**config.mk**
```make
export PLATFORM = sky130hd
export DESIGN_NAME = led_blink_pattern_controller
export DESIGN_NICKNAME = d
export VERILOG_FILES = /design/src/rtl/lbpc_pkg.sv /design/src/rtl/lbpc_led_unit.sv /design/src/rtl/led_blink_pattern_controller.sv
export SDC_FILE = /design/constraint.sdc
export NUM_CORES = 1
export LEC_CHECK = 0
export ABC_CLOCK_PERIOD_IN_PS = 5940
export BUFFER_PORTS_ARGS = -buffer_cell sky130_fd_sc_hd__buf_2
export CAP_MARGIN = 30
export CORE_ASPECT_RATIO = 0.9
export CORE_UTILIZATION = 55
export CTS_CLUSTER_SIZE = 24
export DETAILED_ROUTE_END_ITERATION = 10
export PLACE_DENSITY = 0.84
export SLEW_MARGIN = 20
export SYNTH_ARGS = -nofsm -noshare
export SYNTH_HDL_FRONTEND = slang
export SYNTH_SLANG_ARGS = --single-unit
```
**constraint.sdc**
```tcl
create_clock -name clk_i -period 5.94 [get_ports clk_i]
set_input_delay 0.891 -clock clk_i [delete_from_list [all_inputs] [get_ports clk_i]]
set_output_delay 0.891 -clock clk_i [all_outputs]
set_load 0.02 [all_outputs]
```
**src/rtl/lbpc_pkg.sv**
```systemverilog
// shared types, codes and defaults for the led blink pattern controller
package lbpc_pkg;

  localparam int LedNumDef = 3;
  localparam int TickMsDef = 10;

  localparam int LedW       = 3;
  localparam int HalfW      = 16;
  localparam int StateAgeW  = 17;
  localparam int PatAgeW    = 32;
  localparam int CfgIdxW    = 2;

  localparam logic [1:0] OP_TICK  = 2'd0;
  localparam logic [1:0] OP_RUN   = 2'd1;
  localparam logic [1:0] OP_RESET = 2'd2;

  localparam logic [1:0] PAT_OFF  = 2'd0;
  localparam logic [1:0] PAT_ON   = 2'd1;
  localparam logic [1:0] PAT_SLOW = 2'd2;
  localparam logic [1:0] PAT_FAST = 2'd3;

  localparam logic [1:0] ST_OK      = 2'd0;
  localparam logic [1:0] ST_BAD_IDX = 2'd1;
  localparam logic [1:0] ST_BAD_PAT = 2'd2;

  localparam logic [CfgIdxW-1:0] REG_MASK = 2'd0;
  localparam logic [CfgIdxW-1:0] REG_SLOW = 2'd1;
  localparam logic [CfgIdxW-1:0] REG_FAST = 2'd2;

  localparam logic [HalfW-1:0] SLOW_RST = 16'd500;
  localparam logic [HalfW-1:0] FAST_RST = 16'd100;

  typedef struct packed {
    logic [1:0]  op;
    logic [2:0]  led_index;
    logic [2:0]  pattern;
    logic [31:0] life_ms;
  } lbpc_in_t;

  typedef struct packed {
    logic [2:0] led_lit;
    logic [1:0] status;
  } lbpc_out_t;

  typedef struct packed {
    logic        tick;
    logic        run;
    logic        clr;
    logic [1:0]  pattern;
    logic [31:0] timeout;
  } lbpc_cmd_t;

endpackage

```
**src/rtl/lbpc_led_unit.sv**
```systemverilog
// per-led pattern, timeout and level state with its tick, run and clear update
module lbpc_led_unit #(
  parameter int TICK_MS = lbpc_pkg::TickMsDef
) (
  input  logic                       clk_i,
  input  logic                       rst_ni,
  input  logic                       en_i,
  input  lbpc_pkg::lbpc_cmd_t        cmd_i,
  input  logic [lbpc_pkg::HalfW-1:0] slow_half_i,
  input  logic [lbpc_pkg::HalfW-1:0] fast_half_i,
  output logic                       lit_d_o
);
  import lbpc_pkg::*;

  localparam logic [PatAgeW:0]   TickPa = (PatAgeW+1)'(TICK_MS);
  localparam logic [StateAgeW:0] TickSa = (StateAgeW+1)'(TICK_MS);
  localparam logic [StateAgeW-1:0] SaMax = {StateAgeW{1'b1}};

  logic [1:0]           pat_q, pat_d;
  logic                 lit_q, lit_d;
  logic [StateAgeW-1:0] sa_q, sa_d;
  logic [PatAgeW-1:0]   pa_q, pa_d;
  logic [31:0]          tmo_q, tmo_d;

  logic [PatAgeW:0]     pa_sum;
  logic [PatAgeW-1:0]   pa_sat;
  logic [StateAgeW:0]   sa_sum;
  logic [StateAgeW-1:0] sa_sat;
  logic [1:0]           pat_eff;
  logic [HalfW-1:0]     half;
  logic                 expired;

  always_comb begin
    pa_sum  = {1'b0, pa_q} + TickPa;
    pa_sat  = pa_sum[PatAgeW] ? {PatAgeW{1'b1}} : pa_sum[PatAgeW-1:0];
    sa_sum  = {1'b0, sa_q} + TickSa;
    sa_sat  = sa_sum[StateAgeW] ? SaMax : sa_sum[StateAgeW-1:0];
    expired = (tmo_q != 32'd0) && (pa_sat >= tmo_q);
    pat_eff = expired ? PAT_OFF : pat_q;
    half    = (pat_eff == PAT_SLOW) ? slow_half_i : fast_half_i;

    pat_d = pat_q;
    lit_d = lit_q;
    sa_d  = sa_q;
    pa_d  = pa_q;
    tmo_d = tmo_q;

    if (en_i && cmd_i.tick) begin
      pat_d = pat_eff;
      pa_d  = expired ? '0 : pa_sat;
      if (!((pat_eff == PAT_OFF && !lit_q) || (pat_eff == PAT_ON && lit_q))) begin
        case (pat_eff)
          PAT_OFF: begin
            lit_d = 1'b0;
            sa_d  = '0;
          end
          PAT_ON: begin
            lit_d = 1'b1;
            sa_d  = '0;
          end
          default: begin
            if (sa_sat >= StateAgeW'(half)) begin
              lit_d = ~lit_q;
              sa_d  = '0;
            end else begin
              sa_d = sa_sat;
            end
          end
        endcase
      end
    end else if (en_i && cmd_i.run) begin
      pat_d = cmd_i.pattern;
      tmo_d = cmd_i.timeout;
      pa_d  = '0;
    end else if (en_i && cmd_i.clr) begin
      pat_d = PAT_OFF;
      pa_d  = '0;
    end
  end

  always_ff @(posedge clk_i or negedge rst_ni) begin
    if (!rst_ni) begin
      pat_q <= PAT_OFF;
      lit_q <= 1'b0;
      sa_q  <= '0;
      pa_q  <= '0;
      tmo_q <= '0;
    end else begin
      pat_q <= pat_d;
      lit_q <= lit_d;
      sa_q  <= sa_d;
      pa_q  <= pa_d;
      tmo_q <= tmo_d;
    end
  end

  assign lit_d_o = lit_d;

endmodule

```
**src/rtl/led_blink_pattern_controller.sv**
```systemverilog
// top level of the led blink pattern controller: request register, led units, result register
//
// usage:
//   requests enter on in_valid_i/in_ready_o with an lbpc_in_t payload: a tick,
//   a run command (pattern and timeout for one led) or a reset of one led's
//   pattern. every request gives exactly one result on out_valid_o/out_ready_i
//   carrying the led vector after the request and a status code.
//   registers are written through cfg_we_i/cfg_idx_i/cfg_wdata_i: 0 present
//   mask, 1 slow half period, 2 fast half period; other indexes are ignored.
//   flow: a request taken is held in the request register, evaluated against
//   the led state when the result register can take its result, and the
//   result is then held in the result register until out_ready_i.
//   throughput: one request per cycle while out_ready_i is high; every led unit
//   updates in parallel in the single evaluation stage between the two registers.
//   reset: all leds off, patterns off, ages and timeouts cleared, mask zero,
//   half periods 500 and 100 ms; no request or result is pending.
//   stall: while a result waits, one more request is still taken into the
//   request register; after that in_ready_o drops until out_ready_i rises.
module led_blink_pattern_controller #(
  parameter int LED_NUM = lbpc_pkg::LedNumDef,
  parameter int TICK_MS = lbpc_pkg::TickMsDef
) (
  input  logic                         clk_i,
  input  logic                         rst_ni,
  input  logic                         in_valid_i,
  output logic                         in_ready_o,
  input  lbpc_pkg::lbpc_in_t           in_data_i,
  output logic                         out_valid_o,
  input  logic                         out_ready_i,
  output lbpc_pkg::lbpc_out_t          out_data_o,
  input  logic                         cfg_we_i,
  input  logic [lbpc_pkg::CfgIdxW-1:0] cfg_idx_i,
  input  logic [lbpc_pkg::HalfW-1:0]   cfg_wdata_i
);
  import lbpc_pkg::*;

  logic [LedW-1:0]  mask_q;
  logic [HalfW-1:0] slow_q;
  logic [HalfW-1:0] fast_q;

  lbpc_in_t  req_q;
  logic      req_valid_q;
  lbpc_out_t res_q, res_d;
  logic      res_valid_q;
  logic      fire;
  logic      idx_bad;
  logic      pat_bad;
  logic [LedW-1:0] lit_d;

  assign fire       = req_valid_q && (!res_valid_q || out_ready_i);
  assign in_ready_o = !req_valid_q || fire;
  assign idx_bad    = 32'(req_q.led_index) >= LED_NUM;
  assign pat_bad    = req_q.pattern[2];

  always_ff @(posedge clk_i or negedge rst_ni) begin
    if (!rst_ni) begin
      mask_q <= '0;
      slow_q <= SLOW_RST;
      fast_q <= FAST_RST;
    end else if (cfg_we_i) begin
      case (cfg_idx_i)
        REG_MASK: mask_q <= cfg_wdata_i[LedW-1:0];
        REG_SLOW: slow_q <= cfg_wdata_i;
        REG_FAST: fast_q <= cfg_wdata_i;
        default: ;
      endcase
    end
  end

  // request register
  always_ff @(posedge clk_i or negedge rst_ni) begin
    if (!rst_ni) begin
      req_valid_q <= 1'b0;
    end else if (in_ready_o) begin
      req_valid_q <= in_valid_i;
    end
  end

  always_ff @(posedge clk_i) begin
    if (in_ready_o && in_valid_i) begin
      req_q <= in_data_i;
    end
  end

  for (genvar i = 0; i < LedW; i++) begin : g_led
    if (i < LED_NUM) begin : g_on
      lbpc_cmd_t cmd;
      always_comb begin
        cmd.tick    = (req_q.op == OP_TICK) && mask_q[i];
        cmd.run     = (req_q.op == OP_RUN) && (req_q.led_index == LedW'(i)) && !pat_bad;
        cmd.clr     = (req_q.op == OP_RESET) && (req_q.led_index == LedW'(i));
        cmd.pattern = req_q.pattern[1:0];
        cmd.timeout = req_q.life_ms;
      end
      lbpc_led_unit #(
        .TICK_MS(TICK_MS)
      ) u_led (
        .clk_i      (clk_i),
        .rst_ni     (rst_ni),
        .en_i       (fire),
        .cmd_i      (cmd),
        .slow_half_i(slow_q),
        .fast_half_i(fast_q),
        .lit_d_o    (lit_d[i])
      );
    end else begin : g_off
      assign lit_d[i] = 1'b0;
    end
  end

  always_comb begin
    res_d.led_lit = lit_d;
    res_d.status  = ST_OK;
    if (req_q.op == OP_RUN || req_q.op == OP_RESET) begin
      if (idx_bad) begin
        res_d.status = ST_BAD_IDX;
      end else if (req_q.op == OP_RUN && pat_bad) begin
        res_d.status = ST_BAD_PAT;
      end
    end
  end

  // result register
  always_ff @(posedge clk_i or negedge rst_ni) begin
    if (!rst_ni) begin
      res_valid_q <= 1'b0;
    end else if (fire) begin
      res_valid_q <= 1'b1;
    end else if (out_ready_i) begin
      res_valid_q <= 1'b0;
    end
  end

  always_ff @(posedge clk_i) begin
    if (fire) begin
      res_q <= res_d;
    end
  end

  assign out_valid_o = res_valid_q;
  assign out_data_o  = res_q;

endmodule

```
-- After elaboration in Yosys (flattened, before gate mapping)
Index checks and enable logic that the tools add are counted.
- memories: 0
- input port bits: 63
- register bits: 334
- bits in latches: 0
- output and inout port bits: 7
- ROM bits: 0
- logic and storage cells: 188
- memory bits (writable): 0
- multiply operators: 0
- order comparisons: 7
- shift-type cells: 0
- bitwise logic cells: 10
- reductions and logical operators: 71
- add/subtract/negate cells: 6
- div/mod/pow operators: 0
- muxes and demuxes: 55
- eq/ne operators: 12
- operator list (cell ; count):
    two-way mux 32 bit ; 15
    two-way mux 17 bit ; 9
    adder 32 x 4 -> 33 bit, second input constant ; 3
    greater-or-equal comparator 32 bit ; 3
    nonzero test 32 bit ; 3
    adder 17 x 4 -> 18 bit, second input constant ; 3
    greater-or-equal comparator 17 x 16 -> 1 bit ; 3
    two-way mux 16 bit ; 3
    logical AND 1 bit ; 33
    two-way mux 2 bit ; 13
    AND reduction 2 bit ; 9
    two-way mux 1 bit ; 12
    == test 2 x 1 -> 1 bit, second input constant ; 5
    == test 2 bit, second input constant ; 5
    logical NOT 2 bit ; 5
    NOT 1 bit ; 10
    nonzero test 3 bit ; 3
    OR reduction 2 bit ; 4
    logical NOT 1 bit ; 6
    logical OR 1 bit ; 6
    case mux 1 bit (2 select lines) ; 3
    == test 3 x 1 -> 1 bit, second input constant ; 1
    == test 3 x 2 -> 1 bit, second input constant ; 1
    greater-or-equal comparator 3 x 2 -> 1 bit, second input constant ; 1
    2 further kinds ; 2

-- Logic depth before layout (Yosys ltp)
- depth in word-level cells: 12
- depth in mapped cells: 28

-- Hierarchy
A second synthesis with hierarchy kept.
- cells, all modules: 1988
- area total of the unflattened synthesis: 20078.0 sq um
- modules (own cells, without submodules) (module ; instances ; cells each ; area an instance (sq um)):
    lbpc_led_unit ; 3 ; 613 ; 5688.0
    led_blink_pattern_controller ; 1 ; 149 ; 3014.1

-- Worst setup path before layout
No wires, ideal clock.
- path type: reg-to-reg
- start: register g_led[2].g_on.u_led.pa_q[5]
- end: register res_q (netlist bit out_data_o[4]) (data pin)
- data required time: 5799 ps
- clock period less this slack: 5883 ps
- setup slack: 57 ps
- stages on the path, launching flop included: 28
- data arrival time: 5743 ps
- cells stage by stage: dfrtp_1 -> and4_1 -> and3_1 -> buf_2 -> nor3b_4 -> nand4bb_1 -> clkbuf_1 -> clkbuf_1 -> buf_2 -> nand2_1 -> ha_1 -> a211oi_1 -> o21ai_0 -> o221ai_1 -> a21oi_1 -> a21o_2 -> buf_2 -> nor3_4 -> buf_4 -> mux2i_1 -> ha_1 -> a21oi_1 -> a21oi_1 -> a2111oi_0 -> nand2_1 -> nand4b_1 -> or4_1 -> nand3_1
- cells in the longest elaborated chain, start to end: 12
- elaborated cells on any way between the ends: 17
- ends and longest elaborated chain (element ; line ; source):
    start: declaration ; lbpc_led_unit.sv:22 ; logic [PatAgeW-1:0] pa_q, pa_d;
    start signal: assignment ; lbpc_led_unit.sv:92 ; pa_q <= pa_d;
    adder 32 x 4 -> 33 bit (*) ; lbpc_led_unit.sv:34 ; pa_sum = {1'b0, pa_q} + TickPa;
    two-way mux 32 bit (*) ; lbpc_led_unit.sv:35 ; pa_sat = pa_sum[PatAgeW] ? {PatAgeW{1'b1}} : pa_sum[PatAgeW-1:0];
    greater-or-equal comparator 32 bit (*) ; lbpc_led_unit.sv:38 ; expired = (tmo_q != 32'd0) && (pa_sat >= tmo_q);
    logical AND 1 bit (*) ; lbpc_led_unit.sv:38 ;
    two-way mux 2 bit (*) ; lbpc_led_unit.sv:39 ; pat_eff = expired ? PAT_OFF : pat_q;
    == test 2 bit ; lbpc_led_unit.sv:40 ; half = (pat_eff == PAT_SLOW) ? slow_half_i : fast_half_i;
    two-way mux 16 bit ; lbpc_led_unit.sv:40 ;
    greater-or-equal comparator 17 x 16 -> 1 bit ; lbpc_led_unit.sv:62 ; if (sa_sat >= StateAgeW'(half)) begin
    two-way mux 1 bit ; lbpc_led_unit.sv:62 ;
    case mux 1 bit (2 select lines) ; lbpc_led_unit.sv:52 ; case (pat_eff)
    two-way mux 1 bit (*) ; lbpc_led_unit.sv:51 ; if (!((pat_eff == PAT_OFF && !lit_q) || (pat_eff == PAT_ON && lit_q))) begin
    two-way mux 1 bit (*) ; lbpc_led_unit.sv:48 ; if (en_i && cmd_i.tick) begin
    net g_led[2].g_on.u_led.lit_d_o ; lbpc_led_unit.sv:11 ; output logic lit_d_o
    end signal: assignment ; led_blink_pattern_controller.sv:136 ; res_q <= res_d;
    end: declaration ; led_blink_pattern_controller.sv:43 ; lbpc_out_t res_q, res_d;
The timed path passes the listed nets; every way through them passes the cells marked *.
A chain may end at the register's enable or synchronous reset.

-- Worst setup path after layout
- start: register g_led[2].g_on.u_led.pa_q[1]
- end: register g_led[2].g_on.u_led.sa_q[2]
- cells in the longest elaborated chain, start to end: 10
- elaborated cells on any way between the ends: 18
- ends and longest elaborated chain (element ; line ; source):
    adder 32 x 4 -> 33 bit (*) ; lbpc_led_unit.sv:34 ;
    two-way mux 32 bit (*) ; lbpc_led_unit.sv:35 ;
    greater-or-equal comparator 32 bit (*) ; lbpc_led_unit.sv:38 ;
    logical AND 1 bit (*) ; lbpc_led_unit.sv:38 ;
    two-way mux 2 bit (*) ; lbpc_led_unit.sv:39 ;
    == test 2 bit, or another cell as far along ; lbpc_led_unit.sv:40 ;
    two-way mux 16 bit / logical AND 1 bit (equally long branches) ; lbpc_led_unit.sv:40, lbpc_led_unit.sv:51 ;
    greater-or-equal comparator 17 x 16 -> 1 bit / logical OR 1 bit (equally long branches) ; lbpc_led_unit.sv:62, lbpc_led_unit.sv:51 ;
    two-way mux 17 bit / NOT 1 bit (equally long branches) ; -- ;
    two-way mux 17 bit / AND reduction 2 bit (equally long branches) ; -- ;
    end signal: assignment ; lbpc_led_unit.sv:85 ; sa_q <= '0;
    end signal: assignment ; lbpc_led_unit.sv:91 ; sa_q <= sa_d;
    end: declaration ; lbpc_led_unit.sv:21 ; logic [StateAgeW-1:0] sa_q, sa_d;
Mark *: on every way between the ends. The rest lies on a longest branch, timed or not.

==> out/qor.txt <==
Post-synth EDFFs - 45
Worst Skew - 0.0244 ns
Period utilization - 96.3%
Setup ws final - 0.217 ns
Worst-path clk slew - 0.06 ns
Filler cells - 2672
Iteration-0 DRC Markers - 1606
Fin. Hold Viols - 0
Largest net degree at the start of global routing - 109
Core box area - 0.0366 mm^2
# DRC - 0
Clock period minus worst slack - 5.72 ns
Least-Margin Pin Slew - 0.917 ns
Most frequent CP cell - a21oi_1
Antenna-violating nets left - 0
Global-route wire length before repair - 85800 um
PD cells - 285 mW/mm^2
CTS H-tree lvls - 2
Final Non-Filler Cells - 2732
Vias post-DR - 17100
DP Worst Slack - -0.161 ns
Wirelength per Cell - 19.7 um
Syn_nets - 2343
Most common flop cell mapped by yosys - dfrtp_1
Worst path bufs/invs - 4
Arrival time worst endpoint - 6.19 ns
Antenna cells - 0
Lkg Pwr - 11.1 nW
Critical path type - reg2reg
CTS tree - built
Clk_lat worst skew - 0.55 ns
Cells after synthesis - 2127
Quantity of I/O buffers inserted on ports - 69
Clock tree buffer depth - 3
Initial antenna violation count - 0
Worst VDD drop - 0.262 mV
Vias per inst - 6.26
Largest incremental delay on the critical path - 0.43 ns
Critical path's slowest cell - dfrtp_1
Gp weighted congestion - 0.988
Synth unique cells - 89
Routed wire length - 53700 um
Layout area overhead - 13.1%
Layout Nets - 2444
Max Freq - 0.175 GHz
# rows - 66
Relative slew slack - 38.7%
Avg Inst Size Synth - 9.72 um^2
Crit path capture type - flip-flop
FF+latch count, synth - 334
Clock Sinks - 334
Die width - 206 um
Starting Density - 56.5%
Pre-antenna DRT Iters - 5
Register area share after synthesis - 41.6%
Crit path required time - 6.41 ns
Vias in the first global route - 16500
Cells after DPL - 2650
IO Pins - 70
Number of CTS-inserted buffers - 37
Top Family by Delay on Critical Path - compound AO/OA/AOI/OAI gates
Final Slew Violations - 0
Status - complete, no violations
Hold Path Class - in2async
CP max FO - 11
RSZ-0062 raised after global routing - yes
Die area - 0.0384 mm^2
Cell Area, Synth - 0.0207 mm^2
Top post-synthesis cells by area - dfrtp_1, ha_1, edfxtp_1, mux2_2, nand2_1
Final HPWL DP - 38700 um
Root Driver - clkbuf_16
Final setup viols - 0
Synth warn - 0
Layout cell share with drive strength beyond 1 - 17.0%
Element type at the critical path start - flip-flop
Die height - 186 um
Yosys top cell area share - 33.9%
Tot GR Track Use - 28.2%
Async SR Flop Fraction - 86.5%
Max_cap viols - 0
Largest area contributor in the netlist - dfrtp_1
Grt ovf - 0
==> placed cells by master (no fill, tap or decap), types with 38 or more instances in the layout <==
master	n
a21oi_1	80
mux2_2	97
clkbuf_16	38
dfrtp_1	277
mux2i_1	47
nand3_1	75
nand4_1	49
nand2_1	272
buf_4	68
inv_1	120
o21ai_0	168
ha_1	151
nor2_1	70
buf_2	68
a21o_1	54
edfxtp_1	45
a22o_1	97
xor2_1	65
==> layout make-up <==
cell class / count / area, um^2 / area share, %
timing repair buffer: 148 / 1070 / 4.58
tap: 476 / 596 / 2.55
clock inverter: 16 / 191 / 0.819
clock buffer: 51 / 1040 / 4.45
multi-input combinational: 1586 / 11400 / 48.9
sequential: 334 / 8600 / 36.8
inverter: 121 / 454 / 1.94
==> registers in the layout, indices dropped and copies added (netlist names) <==
register / cells
g_led.g_on.u_led.pa_q: 96
g_led.g_on.u_led.tmo_q: 96
g_led.g_on.u_led.sa_q: 51
g_led.g_on.cmd: 34
fast_q: 16
slow_q: 16
g_led.g_on.u_led.pat_q: 6
out_data_o: 5
req_q: 5
g_led.g_on.u_led.lit_q: 3
mask_q: 3
out_valid_o: 1
pat_bad: 1
req_valid_q: 1
==> stage by stage <==
stage	total power (W)	instance area [um^2]	setup TNS, ns	hold slack [ns]	util (%)
2_1_floorplan	0.00378	20700	0	0.449	-
3_3_place_gp	0.00416	21800	0	0.463	59.5
3_5_place_dp	0.00426	21800	-1.27	0.483	59.6
4_1_cts	0.00662	23100	0	0.277	63.1
5_1_grt	0.00698	23400	-0.493	0.296	63.9
6_report	0.00666	23400	0	0.269	63.9
==> final timing paths <==
| check | slack [ns] | cells after the start | start | end |
|---|---|---|---|---|
| max | 0.22 | 27 | g_led[2].g_on.u_led.pa_q[1]$_DFFE_PN0P_ | g_led[2].g_on.u_led.sa_q[2]$_DFFE_PN0P_ |
| min | 0.27 | 1 | rst_ni | g_led[1].g_on.u_led.pa_q[7]$_DFFE_PN0P_ |
| max reg2reg | 0.22 | 27 | g_led[2].g_on.u_led.pa_q[1]$_DFFE_PN0P_ | g_led[2].g_on.u_led.sa_q[2]$_DFFE_PN0P_ |
| min reg2reg | 0.49 | 1 | req_valid_q$_DFFE_PN0N_ | out_valid_o$_DFFE_PN0P_ |
| max in group asynchronous | 4.44 | 2 | rst_ni | slow_q[13]$_DFFE_PN0P_ |
| min in group clk_i | 0.49 | 1 | req_valid_q$_DFFE_PN0N_ | out_valid_o$_DFFE_PN0P_ |
==> report_power, final <==
part | total (W) | switching, W | internal (W) | leakage, nW
Sequential | 0.00288 | 0.000288 | 0.00260 | 4.10
Combinational | 0.00144 | 0.000816 | 0.000622 | 6.40
Clock | 0.00233 | 0.000968 | 0.00137 | 0.584
Total | 0.00666 | 0.00207 | 0.00459 | 11.1
==> metal layers <==
layer	global-route usage [%]	part of all wire [%]	wire, um
met5	0	0	0
met4	9.59	3.2	1720
met3	5.18	7.2	3880
met2	43.5	45	24400
met1	39.8	44	23800
==> cell usage after synthesis, drive strengths merged, types with 3 or more instances <==
library cell,n
a31oi,9
a41oi,3
mux2,104
a21boi,4
nand3,75
nand2b,13
or3,5
o221ai,4
xor2,65
a22o,97
nor3b,16
xnor2,30
nand3b,7
nor2b,19
and2,13
nor3,39
nor4,35
o21a,19
o22ai,5
a211o,3
o2111ai,6
nor2,74
mux2i,48
nand4,51
inv,120
a22oi,3
a211oi,10
a21o,55
a2111oi,4
nor4b,8
a21oi,83
buf,34
and3,30
or2,8
ha,153
dfstp,9
nand2,274
dfrtp,280
o31ai,5
and4,5
o21ai,170
edfxtp,45
clkbuf,52
o211ai,9
==> cells by family after synthesis <==
logic type	count (synthesis)	synth area share, %
fa+ha+maj	153	9.26
compound gates	505	16.3
xor+xnor	95	4.03
mux	152	8.12
buf+inv	207	4.11
simple gates	681	16.6
flops	334	41.6
==> what timing repair did <==
| item | 4_1_cts | 5_1_grt |
|---|---|---|
| resized for setup | 6 | 39 |
| hold buffers | 0 | 0 |
| cloned | 0 | 0 |
| pin swaps | 1 | 11 |
| endpoints found under the setup margin | 24 | 46 |
| hold endpoints to repair | 0 | 0 |
| setup buffers | 4 | 8 |
Note: power is estimated with default switching activity, not from simulation.
